File: config.mk
export PLATFORM = sky130hd
export DESIGN_NAME = twc_ctrl
export DESIGN_NICKNAME = d
export VERILOG_FILES = /design/src/twc_pkg.sv /design/src/twc_ctrl.sv
export SDC_FILE = /design/constraint.sdc
export NUM_CORES = 1
export LEC_CHECK = 0
export ABC_CLOCK_PERIOD_IN_PS = 1720
export BUFFER_PORTS_ARGS = -buffer_cell sky130_fd_sc_hd__buf_2
export CORE_AREA = 5 5 42 44
export CTS_CLUSTER_DIAMETER = 60
export CTS_CLUSTER_SIZE = 24
export DETAILED_ROUTE_END_ITERATION = 12
export DIE_AREA = 0 0 47 49
export HOLD_SLACK_MARGIN = 0.08
export PLACE_DENSITY = 0.59
export SLEW_MARGIN = 20
export SYNTH_ARGS = -nofsm -noshare
export SYNTH_HDL_FRONTEND = slang
export SYNTH_SLANG_ARGS = --single-unit
export TNS_END_PERCENT = 5
File: constraint.sdc
create_clock -name clk -period 1.72 [get_ports clk]
set_clock_uncertainty 0.2 [all_clocks]
set_input_delay 0.086 -clock clk [delete_from_list [all_inputs] [get_ports clk]]
set_output_delay 0.086 -clock clk [all_outputs]
set_load 0.1 [all_outputs]
File: src/twc_pkg.sv
`default_nettype none
// ---------------------------------------------------------------------------
// twc_pkg
// shared types, constants and helpers of the text window console
// ---------------------------------------------------------------------------
package twc_pkg;

  localparam int SCREEN_COLS = 80;
  localparam int SCREEN_ROWS = 25;
  localparam int TAB_STOP    = 8;
  localparam int CELL_COUNT  = SCREEN_ROWS * SCREEN_COLS;
  localparam int ADDR_W      = $clog2(CELL_COUNT);

  localparam int ROW_W     = 5;
  localparam int COL_W     = 7;
  localparam int ATTR_W    = 8;
  localparam int CODE_W    = 8;
  localparam int CELL_W    = ATTR_W + CODE_W;
  localparam int OP_W      = 2;
  localparam int CFG_IDX_W = 3;
  localparam int CFG_DAT_W = 8;

  localparam logic [OP_W-1:0] OP_PUT   = 2'd0;
  localparam logic [OP_W-1:0] OP_READ  = 2'd1;
  localparam logic [OP_W-1:0] OP_CLEAR = 2'd2;

  localparam logic [CODE_W-1:0] CH_BS      = 8'h08;
  localparam logic [CODE_W-1:0] CH_TAB     = 8'h09;
  localparam logic [CODE_W-1:0] CH_LF      = 8'h0a;
  localparam logic [CODE_W-1:0] CH_CR      = 8'h0d;
  localparam logic [CODE_W-1:0] CH_PRT_LO  = 8'h20;
  localparam logic [CODE_W-1:0] CH_PRT_HI  = 8'h7f;
  localparam logic [CODE_W-1:0] BLANK_CODE = 8'h20;

  localparam logic [CFG_IDX_W-1:0] REG_WIN_TOP    = 3'd0;
  localparam logic [CFG_IDX_W-1:0] REG_WIN_LEFT   = 3'd1;
  localparam logic [CFG_IDX_W-1:0] REG_WIN_BOTTOM = 3'd2;
  localparam logic [CFG_IDX_W-1:0] REG_WIN_RIGHT  = 3'd3;
  localparam logic [CFG_IDX_W-1:0] REG_WIN_ATTR   = 3'd4;

  typedef logic [1:0] walk_kind_t;
  localparam walk_kind_t WK_INIT  = 2'd0;
  localparam walk_kind_t WK_CLEAR = 2'd1;
  localparam walk_kind_t WK_COPY  = 2'd2;
  localparam walk_kind_t WK_BLANK = 2'd3;

  typedef struct packed {
    logic [OP_W-1:0]   opcode;
    logic [CODE_W-1:0] char_code;
    logic [ROW_W-1:0]  cell_row;
    logic [COL_W-1:0]  cell_col;
  } twc_req_t;

  typedef struct packed {
    logic [ROW_W-1:0]  pos_row;
    logic [COL_W-1:0]  pos_col;
    logic [CELL_W-1:0] cell_data;
    logic              scrolled;
  } twc_rsp_t;

  typedef struct packed {
    logic       load;
    logic       exec;
    logic       walk_init;
    walk_kind_t kind;
    logic       walk_next;
    logic       walk_rd;
    logic       walk_wr;
  } twc_ctl_t;

  typedef struct packed {
    logic [OP_W-1:0] op;
    logic            scroll_req;
    logic            scroll_ok;
    logic            clear_empty;
    logic            walk_last;
  } twc_sts_t;

  function automatic logic [ADDR_W-1:0] cell_addr(input logic [ROW_W-1:0] row,
                                                  input logic [COL_W-1:0] col);
    return ADDR_W'(row) * ADDR_W'(SCREEN_COLS) + ADDR_W'(col);
  endfunction

endpackage
`default_nettype wire

File: src/twc_ctrl.sv
`default_nettype none
// ---------------------------------------------------------------------------
// twc_ctrl
// sequencer: buffer init, item execution, scroll copy, blank and clear walks
// ---------------------------------------------------------------------------
module twc_ctrl (
  input  wire logic            clk,
  input  wire logic            rst,
  input  wire logic            start,
  output logic                 busy,
  output logic                 done,
  input  wire twc_pkg::twc_sts_t sts,
  output twc_pkg::twc_ctl_t    ctl
);
  import twc_pkg::*;

  localparam logic [2:0] S_INIT  = 3'd0;
  localparam logic [2:0] S_IDLE  = 3'd1;
  localparam logic [2:0] S_EXEC  = 3'd2;
  localparam logic [2:0] S_CP_RD = 3'd3;
  localparam logic [2:0] S_CP_WR = 3'd4;
  localparam logic [2:0] S_BLANK = 3'd5;
  localparam logic [2:0] S_CLEAR = 3'd6;

  logic [2:0] state, state_next;
  logic       done_next;

  always_comb begin
    ctl        = '0;
    ctl.kind   = WK_INIT;
    state_next = state;
    done_next  = 1'b0;
    unique case (state) inside
      S_INIT: begin
        ctl.walk_wr = 1'b1;
        if (sts.walk_last) begin
          state_next = S_IDLE;
        end else begin
          ctl.walk_next = 1'b1;
        end
      end
      S_IDLE: begin
        if (start) begin
          ctl.load   = 1'b1;
          state_next = S_EXEC;
        end
      end
      S_EXEC: begin
        ctl.exec = 1'b1;
        if (sts.op == OP_PUT && sts.scroll_req && sts.scroll_ok) begin
          ctl.walk_init = 1'b1;
          ctl.kind      = WK_COPY;
          state_next    = S_CP_RD;
        end else if (sts.op == OP_CLEAR && !sts.clear_empty) begin
          ctl.walk_init = 1'b1;
          ctl.kind      = WK_CLEAR;
          state_next    = S_CLEAR;
        end else begin
          done_next  = 1'b1;
          state_next = S_IDLE;
        end
      end
      S_CP_RD: begin
        ctl.walk_rd = 1'b1;
        state_next  = S_CP_WR;
      end
      S_CP_WR: begin
        ctl.walk_wr = 1'b1;
        if (sts.walk_last) begin
          ctl.walk_init = 1'b1;
          ctl.kind      = WK_BLANK;
          state_next    = S_BLANK;
        end else begin
          ctl.walk_next = 1'b1;
          state_next    = S_CP_RD;
        end
      end
      S_BLANK, S_CLEAR: begin
        ctl.walk_wr = 1'b1;
        if (sts.walk_last) begin
          done_next  = 1'b1;
          state_next = S_IDLE;
        end else begin
          ctl.walk_next = 1'b1;
        end
      end
      default: begin
        state_next = S_IDLE;
      end
    endcase
  end

  always_ff @(posedge clk) begin
    if (rst) begin
      state <= S_INIT;
      done  <= 1'b0;
    end else begin
      state <= state_next;
      done  <= done_next;
    end
  end

  assign busy = (state != S_IDLE);

endmodule
`default_nettype wire

==> results of run 1 <==
## cell type report
class	count	share of cell area
multi-input cells	40	0.460
repair buffers	26	0.374
inverters	1	0.00479
clock buffers	3	0.0288
flip-flops and latches	4	0.107
well taps	16	0.0256
## timing repair
item / CTS / global route
hold buffers: 3 / 0
endpoints found under the hold margin: 4 / 0
resized for setup: 0 / 2
buffers inserted: 2 / 0
setup endpoints to repair: 1 / 2
## cells by family after synthesis
family                 share of synthesized area
AO/OA/AOI/OAI                              0.275
AND/OR/NAND/NOR                            0.423
buffers and inverters                     0.0688
XOR/XNOR                                  0.0230
flip-flops                                 0.210
## final timing paths
kind	start	endpoint	slack (ns)	depth (start not counted)
max	state[2]	ctl[3]	0.07	4
min reg2reg	state[1]	done	0.37	2
min	sts[0]	state[2]	0.10	3
max reg2reg	state[2]	state[1]	0.34	4
## worst max-delay path, cell delays in order (launching register included)
cell	delay [ns]
dfxtp_2	0.37
and2b_1	0.28
nand2_1	0.11
a21oi_4	0.18
buf_12	0.18
## flip-flops by register name, indices dropped and copies added (netlist names)
signal / cells
state: 3
done: 1
## synth_stat cells (all sizes together)
cell type | count | share of area
buf | 4 | 0.059
or3b | 1 | 0.023
nand2 | 3 | 0.030
o221a | 1 | 0.030
nand4 | 1 | 0.016
o21a | 1 | 0.020
o21ai | 1 | 0.013
o311ai | 1 | 0.023
nor3b | 2 | 0.052
a21oi | 2 | 0.026
a211oi | 2 | 0.039
and2 | 1 | 0.016
a31oi | 1 | 0.016
nand3b | 1 | 0.020
nor2b | 3 | 0.049
o41ai | 1 | 0.023
nand2b | 5 | 0.082
nand4bb | 1 | 0.043
a21o | 1 | 0.020
a211o | 1 | 0.023
o2bb2ai | 1 | 0.023
nor2 | 3 | 0.030
and2b | 1 | 0.020
or2 | 1 | 0.016
dfxtp | 4 | 0.21
inv | 1 | 0.0098
xnor2 | 1 | 0.023
o211ai | 1 | 0.020
nor3 | 2 | 0.026
## per-layer routing
layer  track usage  up-vias
met3        0.0148        2
li1              -      231
met2         0.131       14
met1         0.140      182
met4        0.0968        0
met5             0        -
## cell usage in the layout (no fill, tap or decap), types with 2 or more instances in the layout
cell,instances
a211oi_1,2
a21oi_4,2
buf_12,9
buf_2,9
buf_4,5
clkbuf_4,3
dfxtp_2,3
dlygate4sd3_1,3
nand2_1,3
nand2b_1,4
nor2_1,2
nor2b_4,3
nor3_1,2
## metrics by stage
stage	util	total power [W]
after global placement	0.510	0.000453
after floorplan	-	0.000346
after detailed placement	0.510	0.000453
after CTS	0.558	0.000582
after global routing	0.559	0.000600
final	0.559	0.000572
## where the power goes
group          total, W  switching [W]  internal [W]
registers      0.000116      0.0000146      0.000102
clock network  0.000114      0.0000364     0.0000779
logic          0.000341       0.000208      0.000133
==> impl_metrics.tcl, run 1 <==
set metrics [dict create \
    status "finished, final reports clean" \
    drt_pass1_iterations 4 \
    synth.distinct_cells 31 \
    dp_slack_ns 0.221 \
    critPathRequiredTime_ns 1.43 \
    leakage_nw 0.311 \
    wirelength_mm 1.03 \
    fin_cells 90 \
    area_delta_synth_final_pct 105 \
    dp_cells 82 \
    cp-start-kind "register" \
    ant_nets 0 \
    detail_route.iter0.violations 4 \
    slew_headroom 0.679 \
    met2_length_um 471 \
    place_area_um2 714 \
    grt_use_total 0.103 \
    syn_area_um2 382 \
    grt_pass1_wl_mm 1.72 \
    maxCapViolations 0 \
    diodes 0 \
    syn_area_per_cell_um2 7.79 \
    ctsRootBufferMaster "clkbuf_4" \
    highest_layer "met4" \
    grt_max_degree 11 \
    syn_nets 58 \
    fillCellCount 136 \
    die_w_um 47 \
    fin_ws_ns 0.0733 \
    drive_gt1_frac 0.527 \
    antenna_found_initial 0 \
    htreeDepth 1 \
    tns_ns 0 \
    wl_per_cell_um 11.4 \
    routed-wl-met3_um 60 \
    yosys_warnings 0 \
    grt_pass1_vias 398 \
    wl_met1_um 473 \
    clk_path_buf_depth 2 \
    postSynthCellCount 49 \
    power.density_nw_per_um2 730 \
    die_area_um2 2300 \
    hold_ws_ns 0.100 \
    fp.coreArea_um2 1400 \
    synth_seq_cells 4 \
    irDropWorstVdd_mv 0.277 \
    rsz0062_at_grt "false" \
    fin_crit_sh 0.957 \
    cts_buffers 3 \
    worst_pin_slew_ns 0.484 \
    stdcell_area_um2 783 \
    nNetsFinal 85 \
    critPathKind "reg -> out" \
    multiInputGateArea_um2 360 \
    cts.sinks 4 \
    gp_congestion 0.688 \
    die_h_um 49 \
    crit_path_end_kind "output pin" \
    path_clk_slew_ns 0.04 \
    seqCellArea_um2 83.8 \
    min_period_ns 1.65 \
    finalSetupViolCount 0 \
    drcViolationCount 0 \
    io_buffers 18 \
    max_clock_freq_ghz 0.607 \
    hp-class "in -> reg" \
    std_cell_rows 14 \
    crit_arrival_ns 1.36 \
    cts_tree "built" \
    synth_seq_area_share 0.210 \
    drv_slew 0 \
    initial_core_util 0.272 \
    hold_viol_final 0 \
    cp_max_fo 8 \
    pin_count 19 \
    grt-ovfl-total 0 \
    clkLatencyLatePin_ns 0.23 \
    dp_hpwl_um 833 \
    avgViaCountPerCell 4.77 \
    vias 429 \
]
No activity file was read; power rests on OpenSTA's default activity.
==> inputs of run 2 (changes only) <==
- BUFFER_PORTS_ARGS: -buffer_cell sky130_fd_sc_hd__buf_2 -> -buffer_cell sky130_fd_sc_hd__buf_4
- HOLD_SLACK_MARGIN: 0.08 -> not set
==> run 2 against run 1 <==
Effect of this change: cell count unchanged; first-iteration DRC count fell by 25%; count of clock-buffer cells in the layout is the same; hold slack got worse by 0.043 ns; fmax fell by 1.9%; combinational power shrank 7.6%; sequential power is 5% higher; die area unchanged; critical endpoint unchanged.
==> impl_metrics.tcl, run 2 (same netlist as run 1, synthesis figures left out) <==
set metrics [dict create \
    status "finished, final reports clean" \
    clkLatencyLatePin_ns 0.24 \
    rsz0062_at_grt "true" \
    maxCapViolations 0 \
    avgViaCountPerCell 4.99 \
    grt_pass1_wl_mm 1.93 \
    die_h_um 49 \
    final_common_cell "buf_4" \
    clock_power_share 0.214 \
    leakage_nw 0.303 \
    die_area_um2 2300 \
    drt_pass1_iterations 3 \
    die_w_um 47 \
    dp_hpwl_um 838 \
    dp_cells 83 \
    detail_route.iter0.violations 3 \
    ctsRootBufferMaster "clkbuf_4" \
    irDropWorstVdd_mv 0.281 \
    area_delta_synth_final_pct 97.0 \
    fin_ws_ns 0.0415 \
    ant_nets 0 \
    fp.coreArea_um2 1400 \
    grt_use_total 0.118 \
    hp-class "in -> reg" \
    largest_register "state" \
    fillCellCount 143 \
    cts_buffers 3 \
    grt-ovfl-total 0 \
    cts_tree "built" \
    final_util 0.537 \
    crit_arrival_ns 1.39 \
    finalPower_w 0.000556 \
    seqPwrFrac 0.220 \
    cts.sinks 4 \
    critPathRequiredTime_ns 1.43 \
    p_sw_w 0.000261 \
    wirelength_mm 1.14 \
    crit_path_end_kind "output pin" \
    slew_headroom 0.714 \
    wl_per_cell_um 12.7 \
    drive_gt1_frac 0.554 \
    std_cell_rows 14 \
    cp-start-kind "register" \
    max_clock_freq_ghz 0.596 \
    clk_path_buf_depth 2 \
    min_period_ns 1.68 \
    htreeDepth 1 \
    path_clk_slew_ns 0.04 \
    hold_viol_final 0 \
    power.density_nw_per_um2 740 \
    largest_reg_flops 3 \
    grt_pass1_vias 426 \
    diodes 0 \
    fin_cells 90 \
    io_buffers 18 \
    critPathKind "reg -> out" \
    p_int_w 0.000295 \
    gp_congestion 0.678 \
    antenna_found_initial 0 \
    fin_crit_sh 0.976 \
    cp_max_fo 10 \
    initial_core_util 0.272 \
    drv_slew 0 \
    pin_count 19 \
    worst_pin_slew_ns 0.429 \
    dp_slack_ns 0.138 \
    finalSetupViolCount 0 \
    nNetsFinal 85 \
    comb_power_share 0.566 \
    switching_share 0.469 \
    drcViolationCount 0 \
    vias 449 \
    grt_max_degree 11 \
    top_regs "state (3), done (1)" \
]
run 2: layout make-up:
class                      count  area, um2  area share
sequential                     4       88.8       0.118
multi-input combinational     40        368       0.489
timing repair buffer          26        249       0.331
tap                           16       20.0      0.0266
inverter                       1       3.75     0.00499
clock buffer                   3       22.5      0.0300
run 2: per-layer routing:
layer  wire length, um  global-route usage  up-vias
li1                  -                   -      230
met1               511               0.143      199
met2               515               0.161       16
met3                72              0.0258        4
met4                43               0.111        0
met5                 0                   0        -
run 2: critical path, cell delays in order, from the launching register on:
cell and delay [ns]:
dfxtp_4 0.36, nand3b_1 0.26, buf_4 0.20, a21oi_4 0.13, buf_12 0.19
run 2: repair_timing:
item | in CTS | in global routing
pin swaps | 1 | 1
endpoints found under the hold margin | 4 | 0
buffers inserted | 1 | 1
cloned | 0 | 0
endpoints found under the setup margin | 5 | 5
resized for setup | 11 | 6
hold buffers | 2 | 0
run 2: worst paths after layout:
check | start | to | slack (ns) | depth (start not counted)
worst max-delay path | state[1] | ctl[3] | 0.04 | 4
worst min-delay path | sts[0] | state[2] | 0.06 | 3
worst max register to register | state[1] | state[1] | 0.14 | 6
worst min register to register | state[1] | state[2] | 0.37 | 2
run 2: through the flow:
stage          hold slack [ns]  TNS (ns)  instance area, um2
2_1_floorplan          -0.0104    -0.638                 469
3_3_place_gp             0.135         0                 632
3_5_place_dp             0.133         0                 632
4_1_cts                 0.0465         0                 723
5_1_grt                 0.0777   -0.0616                 752
6_report                0.0571         0                 752
run 2: power by group through the flow:
stage | clock, W | sequential [W] | combinational [W]
CTS | 0.000126 | 0.000121 | 0.000306
finish | 0.000119 | 0.000122 | 0.000315
detailed placement | 0 | 0.000122 | 0.000286
global route | 0.000134 | 0.000125 | 0.000329
floorplan | 0 | 0.000116 | 0.000231
global placement | 0 | 0.000122 | 0.000287
